### src/rtl/srcc_pkg.sv
`timescale 1ns / 1ps

package srcc_pkg;

  localparam int MAX_IGNORED_DEF = 8;
  localparam int COORD_BITS_DEF  = 10;
  localparam int CFG_DATA_W      = 64;
  localparam int CFG_INDEX_W     = 3;
  localparam int GLYPH_W         = 8;
  localparam int COUNT_W         = 4;

  typedef enum logic [CFG_INDEX_W-1:0] {
    REG_OWN_LEFT      = 3'd0,
    REG_OWN_TOP       = 3'd1,
    REG_OWN_WIDTH     = 3'd2,
    REG_OWN_HEIGHT    = 3'd3,
    REG_OTHER_LEFT    = 3'd4,
    REG_OTHER_TOP     = 3'd5,
    REG_IGNORED_CHARS = 3'd6,
    REG_IGNORED_COUNT = 3'd7
  } reg_index_t;

endpackage

### src/rtl/srcc_cfg_regs.sv
`timescale 1ns / 1ps

module srcc_cfg_regs #(
  parameter int MAX_IGNORED = srcc_pkg::MAX_IGNORED_DEF,
  parameter int COORD_BITS  = srcc_pkg::COORD_BITS_DEF
) (
  input  logic                                 clk,
  input  logic                                 rst_n,
  input  logic                                 cfg_we,
  input  logic [srcc_pkg::CFG_INDEX_W-1:0]     cfg_index,
  input  logic [srcc_pkg::CFG_DATA_W-1:0]      cfg_wdata,
  output logic [COORD_BITS-1:0]                own_left,
  output logic [COORD_BITS-1:0]                own_top,
  output logic [COORD_BITS:0]                  own_width,
  output logic [COORD_BITS:0]                  own_height,
  output logic [COORD_BITS-1:0]                other_left,
  output logic [COORD_BITS-1:0]                other_top,
  output logic [srcc_pkg::GLYPH_W*MAX_IGNORED-1:0] ignored_chars,
  output logic [srcc_pkg::COUNT_W-1:0]         ignored_count
);

  localparam int CHARS_W = srcc_pkg::GLYPH_W * MAX_IGNORED;

  logic [COORD_BITS-1:0]        own_left_r, own_top_r, other_left_r, other_top_r;
  logic [COORD_BITS:0]          own_width_r, own_height_r;
  logic [CHARS_W-1:0]           ignored_chars_r;
  logic [srcc_pkg::COUNT_W-1:0] ignored_count_r;

  always_ff @(posedge clk) begin
    if (!rst_n) begin
      own_left_r      <= '0;
      own_top_r       <= '0;
      own_width_r     <= (COORD_BITS+1)'(1);
      own_height_r    <= (COORD_BITS+1)'(1);
      other_left_r    <= '0;
      other_top_r     <= '0;
      ignored_chars_r <= '0;
      ignored_count_r <= srcc_pkg::COUNT_W'(1);
    end else if (cfg_we) begin
      unique case (srcc_pkg::reg_index_t'(cfg_index))
        srcc_pkg::REG_OWN_LEFT:      own_left_r      <= cfg_wdata[COORD_BITS-1:0];
        srcc_pkg::REG_OWN_TOP:       own_top_r       <= cfg_wdata[COORD_BITS-1:0];
        srcc_pkg::REG_OWN_WIDTH:     own_width_r     <= cfg_wdata[COORD_BITS:0];
        srcc_pkg::REG_OWN_HEIGHT:    own_height_r    <= cfg_wdata[COORD_BITS:0];
        srcc_pkg::REG_OTHER_LEFT:    other_left_r    <= cfg_wdata[COORD_BITS-1:0];
        srcc_pkg::REG_OTHER_TOP:     other_top_r     <= cfg_wdata[COORD_BITS-1:0];
        srcc_pkg::REG_IGNORED_CHARS: ignored_chars_r <= cfg_wdata[CHARS_W-1:0];
        srcc_pkg::REG_IGNORED_COUNT:
          ignored_count_r <= cfg_wdata[srcc_pkg::COUNT_W-1:0];
        default: ;
      endcase
    end
  end

  assign own_left      = own_left_r;
  assign own_top       = own_top_r;
  assign own_width     = own_width_r;
  assign own_height    = own_height_r;
  assign other_left    = other_left_r;
  assign other_top     = other_top_r;
  assign ignored_chars = ignored_chars_r;
  assign ignored_count = ignored_count_r;

endmodule

### src/rtl/srcc_cell_test.sv
`timescale 1ns / 1ps

module srcc_cell_test #(
  parameter int MAX_IGNORED = srcc_pkg::MAX_IGNORED_DEF,
  parameter int COORD_BITS  = srcc_pkg::COORD_BITS_DEF
) (
  input  logic [COORD_BITS-1:0]                    own_left,
  input  logic [COORD_BITS-1:0]                    own_top,
  input  logic [COORD_BITS:0]                      own_width,
  input  logic [COORD_BITS:0]                      own_height,
  input  logic [COORD_BITS-1:0]                    other_left,
  input  logic [COORD_BITS-1:0]                    other_top,
  input  logic [srcc_pkg::GLYPH_W*MAX_IGNORED-1:0] ignored_chars,
  input  logic [srcc_pkg::COUNT_W-1:0]             ignored_count,
  input  logic [COORD_BITS-1:0]                    cell_col,
  input  logic [COORD_BITS-1:0]                    cell_row,
  input  logic [srcc_pkg::GLYPH_W-1:0]             cell_glyph,
  output logic                                     hit
);

  localparam int SUM_W = COORD_BITS + 2;

  logic [SUM_W-1:0]       sx, sy, x0, y0, x_end, y_end;
  logic                   in_rect;
  logic [MAX_IGNORED-1:0] match;
  logic                   ignored;

  always_comb begin
    sx    = SUM_W'(other_left) + SUM_W'(cell_col);
    sy    = SUM_W'(other_top) + SUM_W'(cell_row);
    x0    = SUM_W'(own_left);
    y0    = SUM_W'(own_top);
    x_end = x0 + SUM_W'(own_width);
    y_end = y0 + SUM_W'(own_height);
    in_rect = (sx >= x0) && (sx < x_end) && (sy >= y0) && (sy < y_end);
  end

  // A slot counts only when its index is below the programmed count.
  always_comb begin
    for (int k = 0; k < MAX_IGNORED; k++) begin
      match[k] = (ignored_count > srcc_pkg::COUNT_W'(k)) &&
                 (ignored_chars[k*srcc_pkg::GLYPH_W +: srcc_pkg::GLYPH_W] == cell_glyph);
    end
    ignored = |match;
  end

  assign hit = in_rect && !ignored;

endmodule

### src/rtl/sprite_rect_and_cell_collision.sv
`timescale 1ns / 1ps

// Cell-level sprite collision check. The other sprite's frame streams in one
// cell per clock; each accepted item is registered, tested against this
// sprite's rectangle and the ignored characters, and folded into a sticky
// hit flag. The item marked as the final cell produces one result that is
// registered first in the cell stage and then in the output register, and the
// flag clears for the next frame. The input side stalls only while a
// finished result waits on the output and the next final cell needs the
// output register; otherwise one item is taken in every cycle. The user must
// write the configuration registers only while no cells are in flight; the
// block itself does not enforce this. No clearing pass is needed after reset.
module sprite_rect_and_cell_collision #(
  parameter int MAX_IGNORED = srcc_pkg::MAX_IGNORED_DEF,
  parameter int COORD_BITS  = srcc_pkg::COORD_BITS_DEF
) (
  input  logic                             clk,
  input  logic                             rst_n,
  input  logic                             cfg_we,
  input  logic [srcc_pkg::CFG_INDEX_W-1:0] cfg_index,
  input  logic [srcc_pkg::CFG_DATA_W-1:0]  cfg_wdata,
  input  logic                             in_valid,
  output logic                             in_ready,
  input  logic [COORD_BITS-1:0]            in_cell_col,
  input  logic [COORD_BITS-1:0]            in_cell_row,
  input  logic [srcc_pkg::GLYPH_W-1:0]     in_cell_glyph,
  input  logic                             in_final_cell,
  output logic                             out_valid,
  input  logic                             out_ready,
  output logic                             out_collided
);

  logic [COORD_BITS-1:0]                    own_left, own_top, other_left, other_top;
  logic [COORD_BITS:0]                      own_width, own_height;
  logic [srcc_pkg::GLYPH_W*MAX_IGNORED-1:0] ignored_chars;
  logic [srcc_pkg::COUNT_W-1:0]             ignored_count;

  logic                         s1_valid_r, s1_valid_nxt;
  logic [COORD_BITS-1:0]        s1_col_r, s1_row_r;
  logic [srcc_pkg::GLYPH_W-1:0] s1_glyph_r;
  logic                         s1_final_r;
  logic                         hit_seen_r, hit_seen_nxt;
  logic                         out_valid_r, out_valid_nxt;
  logic                         out_collided_r, out_collided_nxt;
  logic                         hit, in_take, s1_adv;

  srcc_cfg_regs #(
    .MAX_IGNORED (MAX_IGNORED),
    .COORD_BITS  (COORD_BITS)
  ) u_cfg (
    .clk           (clk),
    .rst_n         (rst_n),
    .cfg_we        (cfg_we),
    .cfg_index     (cfg_index),
    .cfg_wdata     (cfg_wdata),
    .own_left      (own_left),
    .own_top       (own_top),
    .own_width     (own_width),
    .own_height    (own_height),
    .other_left    (other_left),
    .other_top     (other_top),
    .ignored_chars (ignored_chars),
    .ignored_count (ignored_count)
  );

  srcc_cell_test #(
    .MAX_IGNORED (MAX_IGNORED),
    .COORD_BITS  (COORD_BITS)
  ) u_test (
    .own_left      (own_left),
    .own_top       (own_top),
    .own_width     (own_width),
    .own_height    (own_height),
    .other_left    (other_left),
    .other_top     (other_top),
    .ignored_chars (ignored_chars),
    .ignored_count (ignored_count),
    .cell_col      (s1_col_r),
    .cell_row      (s1_row_r),
    .cell_glyph    (s1_glyph_r),
    .hit           (hit)
  );

  assign s1_adv   = s1_valid_r && (!s1_final_r || !out_valid_r || out_ready);
  assign in_ready = !s1_valid_r || s1_adv;
  assign in_take  = in_valid && in_ready;

  always_comb begin
    s1_valid_nxt     = s1_valid_r;
    hit_seen_nxt     = hit_seen_r;
    out_valid_nxt    = out_valid_r;
    out_collided_nxt = out_collided_r;
    if (out_valid_r && out_ready) begin
      out_valid_nxt = 1'b0;
    end
    if (s1_adv) begin
      s1_valid_nxt = 1'b0;
      if (s1_final_r) begin
        hit_seen_nxt     = 1'b0;
        out_valid_nxt    = 1'b1;
        out_collided_nxt = hit_seen_r || hit;
      end else begin
        hit_seen_nxt = hit_seen_r || hit;
      end
    end
    if (in_take) begin
      s1_valid_nxt = 1'b1;
    end
  end

  always_ff @(posedge clk) begin
    if (!rst_n) begin
      s1_valid_r  <= 1'b0;
      hit_seen_r  <= 1'b0;
      out_valid_r <= 1'b0;
    end else begin
      s1_valid_r  <= s1_valid_nxt;
      hit_seen_r  <= hit_seen_nxt;
      out_valid_r <= out_valid_nxt;
    end
  end

  always_ff @(posedge clk) begin
    out_collided_r <= out_collided_nxt;
    if (in_take) begin
      s1_col_r   <= in_cell_col;
      s1_row_r   <= in_cell_row;
      s1_glyph_r <= in_cell_glyph;
      s1_final_r <= in_final_cell;
    end
  end

  assign out_valid    = out_valid_r;
  assign out_collided = out_collided_r;

endmodule

### config.mk
export PLATFORM = sky130hd
export DESIGN_NAME = sprite_rect_and_cell_collision
export DESIGN_NICKNAME = d
export VERILOG_FILES = /design/src/rtl/srcc_pkg.sv /design/src/rtl/srcc_cfg_regs.sv /design/src/rtl/srcc_cell_test.sv /design/src/rtl/sprite_rect_and_cell_collision.sv
export SDC_FILE = /design/constraint.sdc
export NUM_CORES = 1
export LEC_CHECK = 0
export BUFFER_PORTS_ARGS = -buffer_cell sky130_fd_sc_hd__buf_2
export CORE_UTILIZATION = 29
export CTS_CLUSTER_DIAMETER = 40
export CTS_CLUSTER_SIZE = 14
export DETAILED_ROUTE_END_ITERATION = 7
export PLACE_DENSITY = 0.47
export SLEW_MARGIN = 10
export SYNTH_ARGS = -nofsm -noshare
export SYNTH_HDL_FRONTEND = slang
export SYNTH_HIERARCHICAL = 1
export SYNTH_SLANG_ARGS = --single-unit
### constraint.sdc
create_clock -name clk -period 4.38 [get_ports clk]
set_clock_uncertainty 0.2 [all_clocks]
set_input_delay 0.438 -clock clk [delete_from_list [all_inputs] [get_ports clk]]
set_output_delay 0.438 -clock clk [all_outputs]
set_load 0.01 [all_outputs]
==> Implementation_results.wiki, run 1 <==
{| class="wikitable"
! Metric !! Value
|-
| Vias/cell || between 4 and 5
|-
| Worst Hold Slack || between 0.03 and 0.04 ns
|-
| Synthesis-to-layout area growth || 19.29%
|-
| Critical-path cell list || ha_1, fa_2, a21o_1, a21oi_2, o21bai_1, a21oi_2, xor2_1, ha_1, and3_1, a221o_1, a31o_1, a2111oi_2, buf_4, a2111oi_2, nor4_2, buf_4, a21o_1, o2111a_1
|-
| Post-synth top area share || 28.53%
|-
| Top-Level Pins || 104
|-
| Min-delay src || cfg_wdata[27]
|-
| Die Width || 181.4 microns
|-
| Cell types with the highest counts after synthesis || 211 x sky130_fd_sc_hd__nand2_1, 133 x sky130_fd_sc_hd__dfxtp_1, 130 x sky130_fd_sc_hd__mux2i_1
|-
| Clock tree from TritonCTS || built
|-
| Vias || roughly 7000
|-
| Synthesized flop and latch total || about 160
|-
| Critical path required time || 4.55 ns
|-
| MaxCap Viol Count || 0
|-
| Share of flip-flops with an asynchronous set or reset after synthesis || 0%
|-
| Top fanout value on the critical path || 3
|-
| Master of the slowest instance on the critical path || sky130_fd_sc_hd__a2111oi_2
|-
| Clock insertion delay at the later pin of the skew report || about 0.44 ns
|-
| Sequential area share after synthesis || 38.19%
|-
| VDD IR-drop max || slightly above 0.2 mV
|-
| All-Layer GR Usage || 14.41%
|-
| Endpoint of the worst hold-timing path || u_cfg/ignored_chars[27]$_SDFFE_PN0P_
|-
| DRC violations left || 0
|-
| Share of the cycle needed by the critical path after routing || between 90% and 100%
|-
| Via count of the first global-routing pass || 6876
|-
| Hold Path Class || primary input to flip-flop
|-
| Crit path capture type || flip-flop
|-
| Net count of the finished layout || 1285
|-
| Average wire length per cell after detail routing || roughly 15 microns
|-
| R2r endpoint || hit_seen_r$_SDFFE_PN0P_
|-
| Number of sinks driven by the clock tree || roughly 160
|-
| # port buffers || roughly 100
|-
| Deepest level of the CTS H-tree || 4
|-
| Netlist Area Pre-Place || a little over 9000 sq um
|-
| Final Routed Wirelength || between 20000 and 25000 microns
|-
| Number of enable-type register cells in the synthesized netlist || 30
|-
| Count of standard-cell rows || 65
|-
| Antenna diode count || 0
|-
| Pwr Total || around 0.0036 W
|-
| Placeable Area || 31640 sq um
|-
| Cell variety after synth || between 60 and 70
|-
| Register-to-register path setup slack || just under 0.2 ns
|-
| Y dimension of the die || 181.4 microns
|-
| Number of detailed-routing iterations run before antenna repair || 5
|-
| R2R cell count || 18
|-
| Clock-pin slew on the worst setup and hold paths || 0.08 ns
|-
| Biggest area consumer among synthesized cells || sky130_fd_sc_hd__dfxtp_1
|-
| Net count after synthesis || ~1200
|-
| Detailed-placement wirelength estimate || roughly 16000 microns
|-
| Post-layout min period || about 4.2 ns
|-
| Starting density of the core || a little under 30%
|-
| Worst slew pin tran || approximately 0.91 ns
|-
| Die outline area || ~33000 sq um
|-
| Remaining number of nets flagged by the antenna check after routing || 0
|-
| Max Clock Freq || ~0.24 GHz
|-
| Run status || finished, final reports clean
|-
| Mapped Avg Cell Area || approximately 9.5 sq um
|-
| Arrival time worst endpoint || between 4 and 5 ns
|-
| Top cells by area in the synthesized netlist || sky130_fd_sc_hd__dfxtp_1 29%, sky130_fd_sc_hd__mux2i_1 14%, sky130_fd_sc_hd__ha_1 11%, sky130_fd_sc_hd__edfxtp_1 9.7%, sky130_fd_sc_hd__nand2_1 8.5%
|-
| GRT Residual Overflow || 0
|-
| Total setup violations reported at the end of the flow || 0
|-
| Relative slew slack || between 30 and 40%
|-
| DR iter-0 viols || around 270
|-
| Gp weighted congestion || between 0.7 and 0.8
|-
| Final Hold Violating Endpoints || 0
|-
| Worst setup path start || u_cfg/own_left[0]$_SDFFE_PN0P_
|-
| Cell Pwr Density || approximately 320 nW/um^2
|-
| Final core occ || roughly a third
|-
| Number of buffers added for setup after CTS || 0
|-
| Clock tree buffer depth || 2
|-
| Critical Path Start Type || flip-flop
|-
| Clock root buffer || sky130_fd_sc_hd__clkbuf_16
|-
| Maximum number of pins on one net before global-route repair || approximately 90
|-
| Count of yosys warnings during synthesis || 6
|-
| Initial antenna violation count || 0
|-
| Number of stages on the worst hold path || 3
|-
| Startpoint-to-endpoint class of the critical path || flip-flop to flip-flop
|-
| Inserted Clock Buffers || 17
|-
| Worst setup margin || between 0.15 and 0.2 ns
|-
| Count of final max-slew check failures || 0
|-
| Wire length of the first global-routing pass || approximately 37000 microns
|-
| Syn Inst Count || roughly 980
|-
| Peak per-stage delay on the critical path || 0.37 ns
|-
| Most frequent cell after synthesis || sky130_fd_sc_hd__nand2_1
|-
| Worst-case setup slack after placement || -0.01306 ns
|-
| Share of layout cells above drive strength 1 || ~15%
|-
| Leak || roughly 4.8 nW
|-
| Beginning of the worst register-to-register path || u_cfg/own_left[0]$_SDFFE_PN0P_
|-
| Main flop type after synthesis || sky130_fd_sc_hd__dfxtp_1
|}
state kept, by name (all words and copies together) (netlist names), 4 cells and up:
register	flops
u_cfg/own_height	11
u_cfg/other_left	10
u_cfg/ignored_count	4
u_cfg/ignored_chars	64
s1_glyph_r	8
u_cfg/own_left	10
s1_row_r	10
u_cfg/other_top	10
u_cfg/own_top	10
u_cfg/own_width	11
s1_col_r	10
routing by layer:
metal,part of all wire (%),up-vias,GRT usage (%),wire length (microns)
li1,-,3632,-,-
met5,0,-,0,0
met1,49,3248,18.94,11260
met4,1.1,0,4.373,245
met2,47,81,24.28,10840
met3,2.2,16,2.146,502
logic make-up after synthesis:
group / Yosys count / share of synthesized area [%]
AND/OR/NAND/NOR: 323 / 15.65
flip-flops: 163 / 38.19
multiplexers: 130 / 13.94
AO/OA/AOI/OAI: 102 / 7.549
XOR/XNOR: 93 / 8.729
buffers and inverters: 88 / 4.358
adder cells (fa/ha/maj): 84 / 11.58
stage by stage:
stage,cell area (sq um),std cells,setup TNS (ns)
floorplan,9331,983,0
global placement,10200,1454,0
detailed placement,10200,1454,-0.01306
CTS,11100,1515,0
global route,11130,1515,-0.002003
finish,11130,1515,0
worst max-delay path by stage:
stage | to | slack, ns | cells after the start
finish | hit_seen_r$_SDFFE_PN0P_ | 0.20 | 18
global route | hit_seen_r$_SDFFE_PN0P_ | -0.002 | 18
CTS | hit_seen_r$_SDFFE_PN0P_ | 0.02 | 18
detailed placement | hit_seen_r$_SDFFE_PN0P_ | -0.01 | 18
global placement | hit_seen_r$_SDFFE_PN0P_ | 0.02 | 18
floorplan | hit_seen_r$_SDFFE_PN0P_ | 0.45 | 16
critical path, delay by kind of cell, from the launching register on:
kind            cells  cell delay [ns]
compound gates     10             1.86
fa+ha+maj           3             0.86
simple gates        2             0.36
buf+inv             2             0.34
flops               1             0.33
xor+xnor            1             0.17
cell type report:
| class | instances | area, sq um |
|---|---|---|
| flip-flops and latches | 163 | 3565 |
| clock inverters | 14 | 165.2 |
| fillers | 3196 | 20500 |
| multi-input cells | 732 | 5411 |
| clock buffers | 18 | 439.2 |
| repair buffers | 141 | 879.6 |
| inverters | 45 | 168.9 |
| well taps | 402 | 503.0 |
cells in the final DEF (no fill, tap or decap), types with 4 or more instances in the layout:
cell / n
sky130_fd_sc_hd__a21o_1: 9
sky130_fd_sc_hd__a21oi_1: 24
sky130_fd_sc_hd__a21oi_2: 5
sky130_fd_sc_hd__buf_2: 102
sky130_fd_sc_hd__buf_4: 9
sky130_fd_sc_hd__clkbuf_16: 17
sky130_fd_sc_hd__dfxtp_1: 132
sky130_fd_sc_hd__dlygate4sd3_1: 29
sky130_fd_sc_hd__edfxtp_1: 30
sky130_fd_sc_hd__ha_1: 80
sky130_fd_sc_hd__inv_1: 45
sky130_fd_sc_hd__inv_8: 4
sky130_fd_sc_hd__mux2i_1: 130
sky130_fd_sc_hd__nand2_1: 211
sky130_fd_sc_hd__nand2b_1: 8
sky130_fd_sc_hd__nand3_1: 13
sky130_fd_sc_hd__nand4_1: 6
sky130_fd_sc_hd__nand4b_1: 5
sky130_fd_sc_hd__nor2_1: 22
sky130_fd_sc_hd__nor2b_1: 11
sky130_fd_sc_hd__nor3_1: 9
sky130_fd_sc_hd__nor4_1: 18
sky130_fd_sc_hd__o211ai_1: 4
sky130_fd_sc_hd__o21a_1: 6
sky130_fd_sc_hd__o21ai_0: 17
sky130_fd_sc_hd__o21bai_1: 4
sky130_fd_sc_hd__xnor2_1: 31
sky130_fd_sc_hd__xor2_1: 61
power breakdown:
group / total [W] / leakage (nW) / switching, W / internal (W)
Clock: 0.00153 / 0.287 / 0.000706 / 0.000828
Combinational: 0.000432 / 3.11 / 0.000229 / 0.000203
Sequential: 0.00162 / 1.37 / 0.0000442 / 0.00157
Total: 0.00358 / 4.77 / 0.000980 / 0.00260
timing repair:
item	CTS	global route
resized for setup	2	9
hold buffers	29	0
setup endpoints to repair	1	2
hold endpoints to repair	29	0
(Power assumes the default switching activity.)
==> run 2: changes to the inputs <==
==> constraint.sdc (replaced) <==
create_clock -name clk -period 4.6 [get_ports clk]
set_clock_uncertainty 0.2 [all_clocks]
set_input_delay 0.46 -clock clk [delete_from_list [all_inputs] [get_ports clk]]
set_output_delay 0.46 -clock clk [all_outputs]
set_load 0.01 [all_outputs]
==> run 2 against run 1 <==
Net effect:
- via count is 1.3% lower
- clock-buffer cell count stayed put
- largest power group unchanged
- register-to-register slack better by 0.02 ns
- design area is 0.98% lower
- sequential share of layout area is 0.30 points higher
- clock power hardly changed
- final cell count is 0.73% lower
- critical path depth is 1 lower
- sequential cell count stayed put
- highest routed layer unchanged
- worst hold slack worse by 0.015 ns
==> Implementation_results.wiki, run 2 (synthesized netlist as in run 1, its figures left out) <==
{| class="wikitable"
! Metric !! Value
|-
| Run status || finished, final reports clean (unchanged)
|-
| Clock tree buffer depth || 2 (unchanged)
|-
| Number of sinks driven by the clock tree || 163 (unchanged)
|-
| Switching power || 0.0008918 W (was 0.0009795 W)
|-
| Die outline area || 32900 sq um (unchanged)
|-
| Final Routed Wirelength || 23140 microns (was 22850 microns)
|-
| Starting density of the core || 29.50% (unchanged)
|-
| Worst setup margin || 0.2174 ns (was 0.1980 ns)
|-
| Beginning of the worst register-to-register path || u_cfg/own_left[0]$_SDFFE_PN0P_ (unchanged)
|-
| Detailed-placement wirelength estimate || 16520 microns (was 16330 microns)
|-
| Final Cell Area || 11020 sq um (was 11130 sq um)
|-
| Deepest level of the CTS H-tree || 4 (unchanged)
|-
| Worst slew pin tran || 0.9539 ns (was 0.9113 ns)
|-
| Vias || 6888 (was 6977)
|-
| Number of standard cells in the layout, taps in and fillers out || 1504 (was 1515)
|-
| Clock network fraction of total power || 43.6% (was 42.8%)
|-
| Worst-case setup slack after placement || 0.008539 ns (was -0.01306 ns)
|-
| Via count of the first global-routing pass || 6891 (was 6876)
|-
| Clock-pin slew on the worst setup and hold paths || 0.07 ns (was 0.08 ns)
|-
| Y dimension of the die || 181.4 microns (unchanged)
|-
| Hold Path Class || primary input to flip-flop (unchanged)
|-
| Vias/cell || 4.580 (was 4.605)
|-
| # port buffers || 103 (unchanged)
|-
| DRC violations left || 0 (unchanged)
|-
| Met2 usage || 25.17% (was 24.28%)
|-
| R2r endpoint || hit_seen_r$_SDFFE_PN0P_ (unchanged)
|-
| Endpoint of the worst hold-timing path || s1_final_r$_DFFE_PP_ (was u_cfg/ignored_chars[27]$_SDFFE_PN0P_)
|-
| Maximum number of pins on one net before global-route repair || 107 (was 89)
|-
| Synthesis-to-layout area growth || 18.13% (was 19.29%)
|-
| Inserted Clock Buffers || 17 (unchanged)
|-
| Most Used Layer, Global Route || met2 (unchanged)
|-
| Total area of multi-input combinational cells || 5395 sq um (was 5411 sq um)
|-
| Number of flip-flops under the largest register name || 64 (unchanged)
|-
| Min-delay src || in_final_cell (was cfg_wdata[27])
|-
| Register-to-register path setup slack || 0.22 ns (was 0.20 ns)
|-
| Share of total power in combinational logic || 11.8% (was 12.1%)
|-
| RSZ-0062 raised after global routing || no
|-
| R2R cell count || 17 (was 18)
|-
| Final Hold Violating Endpoints || 0 (unchanged)
|-
| Post-layout min period || 4.383 ns (was 4.182 ns)
|-
| GRT Residual Overflow || 0 (unchanged)
|-
| Remaining number of nets flagged by the antenna check after routing || 0 (unchanged)
|-
| VDD IR-drop max || 0.2117 mV (was 0.2024 mV)
|-
| Clock root buffer || sky130_fd_sc_hd__clkbuf_16 (unchanged)
|-
| DR iter-0 viols || 266 (was 265)
|-
| Antenna diode count || 0 (unchanged)
|-
| Die Width || 181.4 microns (unchanged)
|-
| Arrival time worst endpoint || 4.54 ns (was 4.35 ns)
|-
| All-Layer GR Usage || 14.46% (was 14.41%)
|-
| Clock insertion delay at the later pin of the skew report || 0.43 ns (was 0.44 ns)
|-
| Placed cells || 1450 (was 1454)
|-
| Share of the cycle needed by the critical path after routing || 95.27% (was 95.48%)
|-
| Leading cell type in the layout, fill and taps excluded || sky130_fd_sc_hd__nand2_1 (unchanged)
|-
| Gp weighted congestion || 0.7689 (was 0.7622)
|-
| Switch share || 25.83% (was 27.35%)
|-
| GR Layer Usage met1 || 18.58% (was 18.94%)
|-
| Leak || 4.729 nW (was 4.770 nW)
|-
| Layout filler cell count || 3200 (was 3196)
|-
| Wire length of the first global-routing pass || 37160 microns (was 37030 microns)
|-
| Number of detailed-routing iterations run before antenna repair || 4 (was 5)
|-
| Top fanout value on the critical path || 3 (unchanged)
|-
| Share of total power in sequential cells || 44.5% (was 45.1%)
|-
| Max Clock Freq || 0.2282 GHz (was 0.2391 GHz)
|-
| Share of layout cells above drive strength 1 || 13.61% (was 14.65%)
|-
| Initial antenna violation count || 0 (unchanged)
|-
| Total setup violations reported at the end of the flow || 0 (unchanged)
|-
| Register area || 3563 sq um (was 3565 sq um)
|-
| Average wire length per cell after detail routing || 15.38 microns (was 15.08 microns)
|-
| Placeable Area || 31640 sq um (unchanged)
|-
| GRT met3 Usage || 2.146% (unchanged)
|-
| Cell Pwr Density || 313.3 nW/um^2 (was 321.7 nW/um^2)
|-
| Crit path capture type || flip-flop (unchanged)
|-
| Cell-internal power || 0.002561 W (was 0.002602 W)
|-
| Number of stages on the worst hold path || 1 (was 3)
|-
| Setup TNS || 0 ns (unchanged)
|-
| MaxCap Viol Count || 0 (unchanged)
|-
| Commonest non-fill, non-tap cells in the layout || 211 x sky130_fd_sc_hd__nand2_1, 133 x sky130_fd_sc_hd__dfxtp_1, 130 x sky130_fd_sc_hd__mux2i_1 (was 211 x sky130_fd_sc_hd__nand2_1, 132 x sky130_fd_sc_hd__dfxtp_1, 130 x sky130_fd_sc_hd__mux2i_1)
|-
| Relative slew slack || 36.07% (was 38.90%)
|-
| Critical path required time || 4.76 ns (was 4.55 ns)
|-
| Post-Place Cell Area || 10170 sq um (was 10200 sq um)
|-
| Clock tree from TritonCTS || built (unchanged)
|-
| Count of standard-cell rows || 65 (unchanged)
|-
| Critical Path Start Type || flip-flop (unchanged)
|-
| Startpoint-to-endpoint class of the critical path || flip-flop to flip-flop (unchanged)
|-
| Net count of the finished layout || 1274 (was 1285)
|-
| Top-Level Pins || 104 (unchanged)
|-
| Count of final max-slew check failures || 0 (unchanged)
|}
-- run 2: cell count changes in the layout (fill, tap and decap cells not counted), moves of 3 or more --
cell	change
sky130_fd_sc_hd__buf_4	-3
sky130_fd_sc_hd__a21oi_2	-4
sky130_fd_sc_hd__dlygate4sd3_1	-8
sky130_fd_sc_hd__a21oi_1	+4
-- run 2: layer usage --
| metal | part of all wire (%) | vias up |
|---|---|---|
| met5 | 0 | - |
| met1 | 49 | 3167 |
| li1 | - | 3618 |
| met2 | 48 | 90 |
| met4 | 0.91 | 0 |
| met3 | 2.1 | 13 |
-- run 2: how the worst max path moves through the flow --
stage,start,end,slack [ns],cells past startpoint
6_report,u_cfg/own_left[0]$_SDFFE_PN0P_,hit_seen_r$_SDFFE_PN0P_,0.22,17
5_1_grt,u_cfg/own_left[0]$_SDFFE_PN0P_,hit_seen_r$_SDFFE_PN0P_,0.01,17
4_1_cts,u_cfg/own_left[0]$_SDFFE_PN0P_,hit_seen_r$_SDFFE_PN0P_,0.07,16
3_5_place_dp,u_cfg/own_left[0]$_SDFFE_PN0P_,hit_seen_r$_SDFFE_PN0P_,0.009,16
3_3_place_gp,u_cfg/own_left[0]$_SDFFE_PN0P_,hit_seen_r$_SDFFE_PN0P_,0.09,16
2_1_floorplan,u_cfg/own_left[0]$_SDFFE_PN0P_,hit_seen_r$_SDFFE_PN0P_,0.67,16
-- run 2: what timing repair did --
item / in CTS / in global routing
resized for setup: 1 / 3
pin swaps: 0 / 1
endpoints found under the setup margin: 1 / 2
hold endpoints to repair: 21 / 0
setup buffers: 0 / 1
hold buffers: 21 / 0
-- run 2: cell type report --
cell class	count	share of cell area, %
clock buffer	18	3.984
multi-input combinational	732	48.94
clock inverter	14	1.600
timing repair buffer	130	7.049
tap	402	4.563
sequential	163	32.33
inverter	45	1.532
-- run 2: worst max-delay path, stage by stage (launching register included) --
cell and delay [ns]:
sky130_fd_sc_hd__dfxtp_1 0.33, sky130_fd_sc_hd__ha_1 0.23, sky130_fd_sc_hd__fa_1 0.41, sky130_fd_sc_hd__a21o_1 0.18, sky130_fd_sc_hd__a21oi_1 0.23, sky130_fd_sc_hd__o21bai_1 0.12, sky130_fd_sc_hd__a21oi_2 0.19, sky130_fd_sc_hd__xor2_1 0.17
sky130_fd_sc_hd__ha_1 0.26, sky130_fd_sc_hd__and3_1 0.20, sky130_fd_sc_hd__a221o_1 0.35, sky130_fd_sc_hd__a31o_1 0.23, sky130_fd_sc_hd__a2111oi_4 0.39, sky130_fd_sc_hd__a2111oi_2 0.11, sky130_fd_sc_hd__nor4_2 0.28, sky130_fd_sc_hd__buf_4 0.17
sky130_fd_sc_hd__a21o_1 0.11, sky130_fd_sc_hd__o2111a_1 0.17
-- run 2: power by group through the flow --
stage | registers (W) | clock network, W | logic, W
after floorplan | 0.00155 | 0 | 0.000280
after global routing | 0.00154 | 0.00160 | 0.000463
after CTS | 0.00154 | 0.00155 | 0.000407
after detailed placement | 0.00157 | 0 | 0.000391
final | 0.00154 | 0.00151 | 0.000409
after global placement | 0.00157 | 0 | 0.000388
-- run 2: stage by stage --
| step | power (W) | hold WS (ns) | utilization (%) |
|---|---|---|---|
| global route | 0.003610 | 0.001212 | 34.84 |
| CTS | 0.003494 | 0.002698 | 34.75 |
| finish | 0.003453 | 0.02008 | 34.84 |
| floorplan | 0.001827 | 0.2391 | - |
| global placement | 0.001960 | 0.2493 | 32.14 |
| detailed placement | 0.001963 | 0.2555 | 32.14 |
